[src/hw/rtl/msa_pkg.sv]
// ----------------------------------------------------------------------------
// msa_pkg - shared definitions for the multichannel sample accumulator
// function codes, widths, block depth and the scan control bundle
// ----------------------------------------------------------------------------
package msa_pkg;

    localparam int DEPTH        = 16;   // full scans per published block
    localparam int MAX_CHANNELS = 16;   // channel count saturates here
    localparam int NUM_SLOTS    = 16;   // sum storage entries
    localparam int SAMPLE_W     = 12;
    localparam int SUM_W        = 16;
    localparam int CH_W         = 4;
    localparam int CNT_W        = 5;
    localparam int ROUND_W      = 4;
    localparam int FUNC_W       = 2;
    localparam int AVG_SHIFT    = $clog2(DEPTH);

    typedef enum logic [FUNC_W-1:0] {
        FUNC_SAMPLE   = 2'd0,
        FUNC_READ_AVG = 2'd1,
        FUNC_READ_SUM = 2'd2,
        FUNC_STATUS   = 2'd3
    } t_func;

    // scan controller to sum bank
    typedef struct packed {
        logic             restart;    // channel count written, clear running sums
        logic             sample_en;  // add sample at pos this cycle
        logic             block_end;  // last sample of the block, publish and clear
        logic [CH_W-1:0]  pos;        // channel addressed by the current sample
        logic [CNT_W-1:0] active;     // effective channel count, 1 to MAX_CHANNELS
    } t_scan_ctl;

endpackage

[src/hw/rtl/msa_scan.sv]
// ----------------------------------------------------------------------------
// msa_scan - round-robin scan controller
// holds the channel count, scan position and scan round, flags block end
// ----------------------------------------------------------------------------
module msa_scan (
    input  logic                        i_clk,
    input  logic                        i_rst_n,
    input  logic                        i_cfg_wr_en,
    input  logic [msa_pkg::CNT_W-1:0]   i_cfg_wr_data,
    input  logic                        i_sample_en,
    output msa_pkg::t_scan_ctl          o_ctl
);

    logic [msa_pkg::CNT_W-1:0]   r_chan_count;
    logic [msa_pkg::CH_W-1:0]    r_pos;
    logic [msa_pkg::ROUND_W-1:0] r_round;

    logic [msa_pkg::CNT_W-1:0]   active;
    logic [msa_pkg::CH_W-1:0]    pos_eff;
    logic [msa_pkg::CNT_W-1:0]   pos_next;
    logic [msa_pkg::ROUND_W:0]   round_next;
    logic                        wrap;
    logic                        last_round;

    always_comb begin
        if (r_chan_count == '0) begin
            active = msa_pkg::CNT_W'(1);
        end else if (r_chan_count > msa_pkg::CNT_W'(msa_pkg::MAX_CHANNELS)) begin
            active = msa_pkg::CNT_W'(msa_pkg::MAX_CHANNELS);
        end else begin
            active = r_chan_count;
        end
        pos_eff    = ({1'b0, r_pos} >= active) ? '0 : r_pos;
        pos_next   = {1'b0, pos_eff} + msa_pkg::CNT_W'(1);
        wrap       = (pos_next >= active);
        round_next = {1'b0, r_round} + (msa_pkg::ROUND_W+1)'(1);
        last_round = !(round_next < (msa_pkg::ROUND_W+1)'(msa_pkg::DEPTH));

        o_ctl.restart   = i_cfg_wr_en;
        o_ctl.sample_en = i_sample_en;
        o_ctl.block_end = i_sample_en && wrap && last_round;
        o_ctl.pos       = pos_eff;
        o_ctl.active    = active;
    end

    always_ff @(posedge i_clk) begin
        if (!i_rst_n) begin
            r_chan_count <= msa_pkg::CNT_W'(1);
            r_pos        <= '0;
            r_round      <= '0;
        end else if (i_cfg_wr_en) begin
            r_chan_count <= i_cfg_wr_data;
            r_pos        <= '0;
            r_round      <= '0;
        end else if (i_sample_en) begin
            if (wrap) begin
                r_pos   <= '0;
                r_round <= last_round ? '0 : round_next[msa_pkg::ROUND_W-1:0];
            end else begin
                r_pos   <= pos_next[msa_pkg::CH_W-1:0];
            end
        end
    end

endmodule

[src/hw/rtl/msa_bank.sv]
// ----------------------------------------------------------------------------
// msa_bank - running and published sum registers
// accumulates samples, publishes at block end, muxes the read channel
// ----------------------------------------------------------------------------
module msa_bank (
    input  logic                          i_clk,
    input  logic                          i_rst_n,
    input  msa_pkg::t_scan_ctl            i_ctl,
    input  logic [msa_pkg::SAMPLE_W-1:0]  i_sample_value,
    input  logic [msa_pkg::CH_W-1:0]      i_read_channel,
    output logic [msa_pkg::SUM_W-1:0]     o_pub_sum
);

    logic [msa_pkg::SUM_W-1:0] r_running [msa_pkg::NUM_SLOTS];
    logic [msa_pkg::SUM_W-1:0] r_published [msa_pkg::NUM_SLOTS];
    logic [msa_pkg::SUM_W-1:0] n_running [msa_pkg::NUM_SLOTS];

    // running sum after this cycle's sample, before any block-end clear
    always_comb begin
        for (int i = 0; i < msa_pkg::NUM_SLOTS; i++) begin
            if (i_ctl.sample_en && (i_ctl.pos == msa_pkg::CH_W'(i))) begin
                n_running[i] = r_running[i]
                             + msa_pkg::SUM_W'(i_sample_value);
            end else begin
                n_running[i] = r_running[i];
            end
        end
    end

    always_ff @(posedge i_clk) begin
        if (!i_rst_n) begin
            for (int i = 0; i < msa_pkg::NUM_SLOTS; i++) begin
                r_running[i]   <= '0;
                r_published[i] <= '0;
            end
        end else begin
            for (int i = 0; i < msa_pkg::NUM_SLOTS; i++) begin
                if (i_ctl.restart || i_ctl.block_end) begin
                    r_running[i] <= '0;
                end else begin
                    r_running[i] <= n_running[i];
                end
                // channels above the count keep their published sums
                if (!i_ctl.restart && i_ctl.block_end
                        && (msa_pkg::CNT_W'(i) < i_ctl.active)) begin
                    r_published[i] <= n_running[i];
                end
            end
        end
    end

    assign o_pub_sum = r_published[i_read_channel];

endmodule

[src/hw/rtl/multichannel_sample_accumulator_top.sv]
// ----------------------------------------------------------------------------
// multichannel_sample_accumulator_top - oversampling averager over a channel scan
// flow: an item is registered on accept, its result is registered when the item retires
// throughput: one item per cycle while the result side does not stall, set by the sum update on the input register
// sample items give no result, read and status items give one each
// reset: synchronous active low, clears all sums, scan counters, ready flag, count to 1
// ----------------------------------------------------------------------------
module multichannel_sample_accumulator_top (
    input  logic                          i_clk,
    input  logic                          i_rst_n,
    // configuration write, channel count
    input  logic                          i_cfg_wr_en,
    input  logic [msa_pkg::CNT_W-1:0]     i_cfg_wr_data,
    // input item channel
    input  logic                          i_valid,
    output logic                          o_stall,
    input  logic [msa_pkg::FUNC_W-1:0]    i_func,
    input  logic [msa_pkg::SAMPLE_W-1:0]  i_sample_value,
    input  logic [msa_pkg::CH_W-1:0]      i_read_channel,
    // result item channel
    output logic                          o_valid,
    input  logic                          i_stall,
    output logic [msa_pkg::SUM_W-1:0]     o_read_data
);

    // input register
    logic                          r_in_valid;
    msa_pkg::t_func                r_func;
    logic [msa_pkg::SAMPLE_W-1:0]  r_sample;
    logic [msa_pkg::CH_W-1:0]      r_channel;

    // result register and ready flag
    logic                          r_out_valid;
    logic [msa_pkg::SUM_W-1:0]     r_out_data;
    logic                          r_ready;

    logic                          out_free;
    logic                          has_result;
    logic                          proc_go;
    logic                          in_take;
    logic                          sample_en;
    logic                          block_end;
    logic [msa_pkg::SUM_W-1:0]     pub_sum;
    logic [msa_pkg::SUM_W-1:0]     n_out_data;
    msa_pkg::t_scan_ctl            scan_ctl;

    // item in the input register retires when its result slot is free, a sample item needs no slot
    assign out_free   = !r_out_valid || !i_stall;
    assign has_result = (r_func != msa_pkg::FUNC_SAMPLE);
    assign proc_go    = r_in_valid && (!has_result || out_free);
    assign in_take    = !r_in_valid || proc_go;
    assign o_stall    = !in_take;
    assign sample_en  = proc_go && !has_result;

    msa_scan u_scan (
        .i_clk         (i_clk),
        .i_rst_n       (i_rst_n),
        .i_cfg_wr_en   (i_cfg_wr_en),
        .i_cfg_wr_data (i_cfg_wr_data),
        .i_sample_en   (sample_en),
        .o_ctl         (scan_ctl)
    );

    assign block_end = scan_ctl.block_end;

    msa_bank u_bank (
        .i_clk          (i_clk),
        .i_rst_n        (i_rst_n),
        .i_ctl          (scan_ctl),
        .i_sample_value (r_sample),
        .i_read_channel (r_channel),
        .o_pub_sum      (pub_sum)
    );

    // read data: flag, average or raw sum, zero for a channel above the count
    always_comb begin
        case (r_func)
            msa_pkg::FUNC_STATUS: begin
                n_out_data = msa_pkg::SUM_W'(r_ready);
            end
            msa_pkg::FUNC_READ_AVG: begin
                if ({1'b0, r_channel} < scan_ctl.active) begin
                    n_out_data = pub_sum >> msa_pkg::AVG_SHIFT;
                end else begin
                    n_out_data = '0;
                end
            end
            msa_pkg::FUNC_READ_SUM: begin
                if ({1'b0, r_channel} < scan_ctl.active) begin
                    n_out_data = pub_sum;
                end else begin
                    n_out_data = '0;
                end
            end
            default: begin
                n_out_data = '0;
            end
        endcase
    end

    // input register
    always_ff @(posedge i_clk) begin
        if (!i_rst_n) begin
            r_in_valid <= 1'b0;
        end else if (in_take) begin
            r_in_valid <= i_valid;
        end
    end

    always_ff @(posedge i_clk) begin
        if (in_take && i_valid) begin
            r_func    <= msa_pkg::t_func'(i_func);
            r_sample  <= i_sample_value;
            r_channel <= i_read_channel;
        end
    end

    // ready flag, set at block end, cleared by a status item
    always_ff @(posedge i_clk) begin
        if (!i_rst_n) begin
            r_ready <= 1'b0;
        end else if (block_end) begin
            r_ready <= 1'b1;
        end else if (proc_go && (r_func == msa_pkg::FUNC_STATUS)) begin
            r_ready <= 1'b0;
        end
    end

    // result register
    always_ff @(posedge i_clk) begin
        if (!i_rst_n) begin
            r_out_valid <= 1'b0;
        end else if (proc_go && has_result) begin
            r_out_valid <= 1'b1;
        end else if (!i_stall) begin
            r_out_valid <= 1'b0;
        end
    end

    always_ff @(posedge i_clk) begin
        if (proc_go && has_result) begin
            r_out_data <= n_out_data;
        end
    end

    assign o_valid     = r_out_valid;
    assign o_read_data = r_out_data;

endmodule

[config.mk]
export PLATFORM = sky130hd
export DESIGN_NAME = multichannel_sample_accumulator_top
export DESIGN_NICKNAME = d
export VERILOG_FILES = /design/src/hw/rtl/msa_pkg.sv /design/src/hw/rtl/msa_scan.sv /design/src/hw/rtl/msa_bank.sv /design/src/hw/rtl/multichannel_sample_accumulator_top.sv
export SDC_FILE = /design/constraint.sdc
export NUM_CORES = 1
export LEC_CHECK = 0
export ABC_AREA = 1
export BUFFER_PORTS_ARGS = -buffer_cell sky130_fd_sc_hd__buf_2
export CAP_MARGIN = 15
export CORE_UTILIZATION = 35
export CTS_CLUSTER_SIZE = 20
export DETAILED_ROUTE_END_ITERATION = 7
export MAX_ROUTING_LAYER = met4
export SYNTH_ARGS = -nofsm -noshare
export SYNTH_HDL_FRONTEND = slang
export SYNTH_HIERARCHICAL = 1
export SYNTH_SLANG_ARGS = --single-unit
[constraint.sdc]
create_clock -name i_clk -period 8.7 [get_ports i_clk]
set_clock_uncertainty 0.05 [all_clocks]
set_input_delay 1.305 -clock i_clk [delete_from_list [all_inputs] [get_ports i_clk]]
set_output_delay 1.305 -clock i_clk [all_outputs]
set_load 0.05 [all_outputs]
==> metrics.md, run 1 <==
| Metric | Value |
|---|---|
| WHS Path Cells | `2` |
| Post-CTS Resized | `0` |
| Final setup TNS | `0 ns` |
| Status | `finished clean` |
| Pin count of the biggest net entering global routing | `101` |
| Worst r2r dst | `u_bank/r_published[12][12]` |
| Worst setup path category | `reg2reg` |
| P_leak | `20.1 nW` |
| Root buffer cell | `clkbuf_16` |
| Syn Inst Count | `5183` |
| # rows | `122` |
| Port bufs | `45` |
| Crit. End Element | `flip-flop` |
| Hold WC Path Type | `reg2reg` |
| Worst VDD drop | `0.000161 V` |
| Clk_lat worst skew | `0.64 ns` |
| CORE AREA | `0.111 mm^2` |
| Cts hold-fix bufs | `0` |
| Die Y | `336 um` |
| Max Cap Viol | `0` |
| DR vias/cell | `4.93` |
| Final number of hold-violating endpoints | `0` |
| Htree depth | `3` |
| Cell variety after synth | `51` |
| Fin crit share | `0.686` |
| RR Startpoint | `u_scan/r_chan_count[0]` |
| Final Setup Violations | `0` |
| Crit path time final | `5.97 ns` |
| IO Count | `46` |
| Vias in the first global route | `32100` |
| Die ar. | `0.113 mm^2` |
| Fillers | `11300` |
| Total wire length | `119 mm` |
| Synth Area per Inst | `7.54 um^2` |
| TritonCTS clock tree | `yes` |
| Crit-path max FO | `16` |
| Routed len/inst | `17.1 um` |
| Via Count | `34400` |
| Overall Global Routing Usage | `0.216` |
| CP startpoint kind | `flip-flop` |
| Req. time, crit path | `8.90 ns` |
| Grt met3 use | `0.0295` |
| Longest Clk Path Bufs | `3` |
| R2R cell count | `24` |
| Highest clock rate | `168 MHz` |
| Share of the synthesized area in the top cell type | `0.419` |
| DP Cell Count | `6860` |
| Final net count | `5693` |
| Num CTS Buffers | `69` |
| Antenna violations before repair | `4` |
| Worst path arrival time | `6.16 ns` |
| Met1 usage | `0.288` |
| Busiest grt layer | `met2` |
| Share of cells above drive strength 1 | `0.0570` |
| Yosys top cell by area | `edfxtp_1` |
| Slew Limit Fails | `0` |
| Layout area overhead | `12.8%` |
| Non-filler instance count after layout | `6987` |
| Unrepaired setup endpoints after global routing | `no` |
| Synthesized flop and latch total | `562` |
| CP startpoint | `u_scan/r_chan_count[0]` |
| DRC | `0` |
| Total power | `7.39 mW` |
| Reg2reg setup slack | `2.73 ns` |
| Post-DP HPWL | `86.7 mm` |
| Setup Buffers After CTS | `0` |
| Sequential area share after synthesis | `0.428` |
| CTS sink cnt | `562` |
| Pwr Density | `168 mW/mm^2` |
| Antenna-violating nets left | `0` |
| Critical path destination | `u_bank/r_published[12][12]` |
| Post-layout util | `0.398` |
| Initial Utilization | `0.353` |
| Initial drt markers | `3321` |
| Routability cong. | `0.928` |
| First-pass GRT wire length | `183 mm` |
| Hold_ws | `0.438 ns` |
| Initial DRT Pass Iterations | `8` |
| Worst Tran Pin Value | `1.17 ns` |
| M2 GR Usage | `0.338` |
| Yosys Warn Count | `6` |
| Max transition margin | `0.219` |
| Die width | `336 um` |
| Worst-path clk slew | `0.06 ns` |
| Synth area leaders | `edfxtp_1 (42%), nand2_1 (14%), nor2_1 (7.7%)` |
| Cell Area, Synth | `0.0391 mm^2` |
| Grt total ovfl | `0` |
## critical path, stage by stage (launching register included)
cell and delay (ns):
dfxtp_1 0.32, nor4_1 0.35, nor2_1 0.08, nor2_1 0.59, ha_1 0.36, inv_1 0.05, nand2_1 0.06, nand3_2 0.11
nand3_1 0.13, nor2_1 0.38, ha_1 0.26, nand2_1 0.07, and2_1 0.15, ha_1 0.27, nand3_1 0.06, o21bai_1 0.16
nand2_2 0.16, nand2_2 0.10, nor2_1 0.25, inv_1 0.09, nor2_2 0.16, inv_1 0.12, nor2_2 0.21, a21oi_1 0.14
a31oi_2 0.87
## how the worst min path moves through the flow
stage / start / end / slack (ns)
3_3_place_gp: u_scan/r_pos[0] / u_scan/r_pos[0] / 0.43
3_5_place_dp: u_scan/r_pos[0] / u_scan/r_pos[0] / 0.43
6_report: u_scan/r_pos[0] / u_scan/r_pos[0] / 0.44
4_1_cts: u_scan/r_pos[0] / u_scan/r_pos[0] / 0.44
2_1_floorplan: u_scan/r_chan_count[0] / u_scan/r_chan_count[0] / 0.40
5_1_grt: u_scan/r_pos[0] / u_scan/r_pos[0] / 0.46
## routing by layer
metal	vias to the layer above	part of all wire
li1	17300	-
met1	16000	0.45
met2	942	0.45
met3	184	0.063
met4	0	0.034
met5	-	0
## power breakdown
group          leakage (nW)  internal, mW  switching, mW
clock                  1.14          1.78           1.23
combinational          13.2         0.372          0.839
sequential             5.74          3.10         0.0696
total                  20.1          5.25           2.13
## final cells by class
type                            count  area, um^2  area share
Multi-Input combinational cell   4085       20200       0.459
Inverter                          645        2420      0.0550
Timing Repair Buffer               80         513      0.0116
Clock inverter                     42         519      0.0118
Sequential cell                   562       16700       0.379
Tap cell                         1488        1860      0.0422
Clock buffer                       82        1820      0.0412
Antenna cell                        3        7.51    0.000170
## placed cells by master, fill, tap and decap left out, types with 4 or more instances in the layout
cell type,synthesis,layout
nand2_1,1458,1457
nor2_1,805,804
inv_1,633,632
edfxtp_1,546,546
nand3_1,394,394
a21oi_1,267,267
conb_1,1,256
o21ai_0,213,209
ha_1,206,206
nand4_1,76,76
clkbuf_16,0,70
or2_2,66,66
o211ai_1,65,65
mux2i_1,49,49
buf_2,40,45
xnor2_1,44,44
and2_1,34,34
buf_4,20,33
o21ai_1,24,28
dfxtp_1,16,16
o21a_1,16,16
fa_1,16,16
nor2_2,14,15
nor2b_1,15,15
clkinv_2,0,12
inv_2,12,11
clkbuf_1,73,10
nor2_4,9,9
bufinv_16,0,9
xor2_1,9,9
clkinv_1,0,8
or2_1,8,8
nand2_2,7,7
nand3b_1,5,5
clkinv_4,0,4
o22ai_1,4,4
## cell families after synthesis
family / share of synthesized area
DFF: 0.428
muxes: 0.0125
adders and majority gates: 0.0741
AOI/OAI and AO/OA: 0.0837
and+or+nand+nor: 0.310
xor gates and xnor gates: 0.0119
buffers and inverters: 0.0801
other: 0.0000959
## Yosys cell counts (all sizes together)
cell type / number
dfxtp: 16
a31oi: 2
nand3b: 7
nor3: 3
o21ai: 240
edfxtp: 546
and2: 35
dlygate4sd3: 1
nand3: 397
a21o: 1
mux2i: 49
a21oi: 270
nand2: 1465
xnor2: 44
inv: 645
or2: 74
fa: 16
nor2b: 15
o211ai: 65
nor2: 828
o22ai: 4
o21a: 16
ha: 206
nand4: 78
clkbuf: 73
xor2: 9
nor4: 1
conb: 1
buf: 72
a21boi: 2
o21bai: 2
## sequential cells by signal (all words and copies together) (netlist names), 2 cells and up
| name | count |
|---|---|
| r_sample | 12 |
| u_bank/r_published | 256 |
| u_bank/r_running | 256 |
| u_scan/r_round | 4 |
| r_channel | 4 |
| r_func | 2 |
| o_read_data | 16 |
| u_scan/r_chan_count | 5 |
| u_scan/r_pos | 4 |
## stage by stage
stage | setup slack (ns) | instance area, um^2
after floorplan | 3.13 | 40000
after global placement | 2.78 | 41700
after detailed placement | 2.77 | 41700
after CTS | 2.72 | 44100
after global routing | 2.25 | 44100
final | 2.73 | 44100
(Power assumes the default switching activity.)
==> run 2: changes to the inputs <==
clock period = 5.7 ns   (was 8.7 ns; I/O delays follow)
==> run 2 against run 1 <==
Critical endpoint is now u_bank/r_published[13][11]. Via count rose by 0.53%. Non-clock buffer count is 15 higher. Die area stayed put. Global-route usage rose by 0.23 points. Cell count up 0.29%.
==> metrics.md, run 2 (synthesis gave the netlist of run 1 again) <==
| Metric | Value |
|---|---|
| Antenna-violating nets left | `0` |
| Worst Tran Pin Value | `1.10 ns` |
| Pin count of the biggest net entering global routing | `104` |
| Max transition margin | `0.263` |
| Reg2reg setup slack | `0.45 ns` |
| Max Cap Viol | `0` |
| Initial Utilization | `0.353` |
| DR vias/cell | `4.94` |
| Routability cong. | `0.944` |
| CORE AREA | `0.111 mm^2` |
| Worst VDD drop | `0.000245 V` |
| Total wire length | `120 mm` |
| Slew Limit Fails | `0` |
| First-pass GRT wire length | `184 mm` |
| Routed len/inst | `17.2 um` |
| Crit path time final | `5.25 ns` |
| RR Startpoint | `u_scan/r_chan_count[0]` |
| CP startpoint | `u_scan/r_chan_count[0]` |
| Die width | `336 um` |
| Layout area overhead | `13.0%` |
| Initial DRT Pass Iterations | `7` |
| Total power | `11.2 mW` |
| Post-layout util | `0.399` |
| Grt total ovfl | `0` |
| Worst-path clk slew | `0.06 ns` |
| # rows | `122` |
| Final Setup Violations | `0` |
| Worst setup path category | `reg2reg` |
| Crit. End Element | `flip-flop` |
| Root buffer cell | `clkbuf_16` |
| Num CTS Buffers | `70` |
| Clk_lat worst skew | `0.63 ns` |
| IO Count | `46` |
| Pre-CTS WS | `0.548 ns` |
| CTS sink cnt | `562` |
| Overall Global Routing Usage | `0.219` |
| Hold_ws | `0.350 ns` |
| Setup Buffers After CTS | `0` |
| Die ar. | `0.113 mm^2` |
| TritonCTS clock tree | `yes` |
| DRC | `0` |
| Cts hold-fix bufs | `0` |
| Final setup TNS | `0 ns` |
| Highest clock rate | `190 MHz` |
| Setup WS post-layout | `0.449 ns` |
| Unrepaired setup endpoints after global routing | `no` |
| Initial drt markers | `3162` |
| Post-CTS Resized | `0` |
| Most frequent cells in the layout | `nand2_1 (1457), nor2_1 (804), inv_1 (632)` |
| Worst path arrival time | `5.45 ns` |
| Antenna violations before repair | `8` |
| Vias in the first global route | `32400` |
| Htree depth | `3` |
| Worst min-delay path startpoint | `i_sample_value[0]` |
| Die Y | `336 um` |
| CP startpoint kind | `flip-flop` |
| Port bufs | `45` |
| Via Count | `34600` |
| Share of cells above drive strength 1 | `0.0589` |
| Post-DP HPWL | `88.2 mm` |
| P_leak | `20.2 nW` |
| Commonest non-fill, non-tap cell in the layout | `nand2_1` |
| Fin crit share | `0.921` |
| Status | `finished clean` |
| Req. time, crit path | `5.90 ns` |
| Hold WC Path Type | `in2reg` |
| Final number of hold-violating endpoints | `0` |
| Longest Clk Path Bufs | `3` |
| Final net count | `5709` |
| Pwr Density | `253 mW/mm^2` |
| Crit-path max FO | `16` |
==> run 2: changes by cell type in the layout (fill, tap and decap cells not counted), sizes merged <==
| cell | previous run | this run |
|---|---|---|
| clkinvlp | 3 | 8 |
| diode | 3 | 5 |
| clkbuf | 82 | 80 |
| bufinv | 9 | 8 |
| buf | 80 | 95 |
| inv | 648 | 649 |
==> run 2: worst paths after layout <==
path,to,cells after the start
setup / recovery,u_bank/r_published[13][11],26
hold / removal,r_sample[0],1
setup reg to reg,u_bank/r_published[13][11],26
hold reg to reg,u_scan/r_pos[0],2
==> run 2: final cells by class <==
class | count | area, um^2
tap | 1488 | 1860
clock buffer | 80 | 1810
inverter | 645 | 2420
clock inverter | 47 | 470
multi-input combinational | 4085 | 20200
fill | 11500 | 66500
sequential | 562 | 16700
antenna | 5 | 12.5
timing repair buffer | 95 | 651
==> run 2: report_power, final <==
part	switching (mW)	internal [mW]	total [mW]
logic	1.28	0.575	1.85
registers	0.113	4.74	4.85
clock network	1.82	2.65	4.48
==> run 2: through the flow <==
stage	area, um^2	std cells
3_5_place_dp	41900	6875
5_1_grt	44200	7005
4_1_cts	44100	7002
3_3_place_gp	41900	6875
6_report	44200	7007
2_1_floorplan	40000	5438
==> run 2: worst max-delay path, stage by stage, from the launching register on <==
cell and delay (ns):
dfxtp_1 0.32, nor4_1 0.35, nor2_1 0.07, inv_1 0.09
nand2_1 0.11, ha_1 0.30, inv_1 0.04, nor2_2 0.12
nand3_2 0.13, nand3_1 0.16, nor2_1 0.09, ha_1 0.21
inv_1 0.07, nand2_1 0.06, and2_1 0.17, ha_1 0.27
nand3_1 0.07, o21bai_1 0.16, nand2_2 0.16, nand2_2 0.11
nor2_1 0.19, inv_1 0.08, nor2_2 0.23, inv_1 0.14
nor2_1 0.23, a21boi_0 0.28, nand2_1 0.59
==> run 2: metal layers <==
layer | routed length [um] | up-vias | GRT usage
li1 | - | 17300 | -
met1 | 54900 | 16100 | 0.294
met2 | 54300 | 994 | 0.341
met3 | 7600 | 158 | 0.0293
met4 | 3530 | 0 | 0.0676
met5 | 0 | - | -
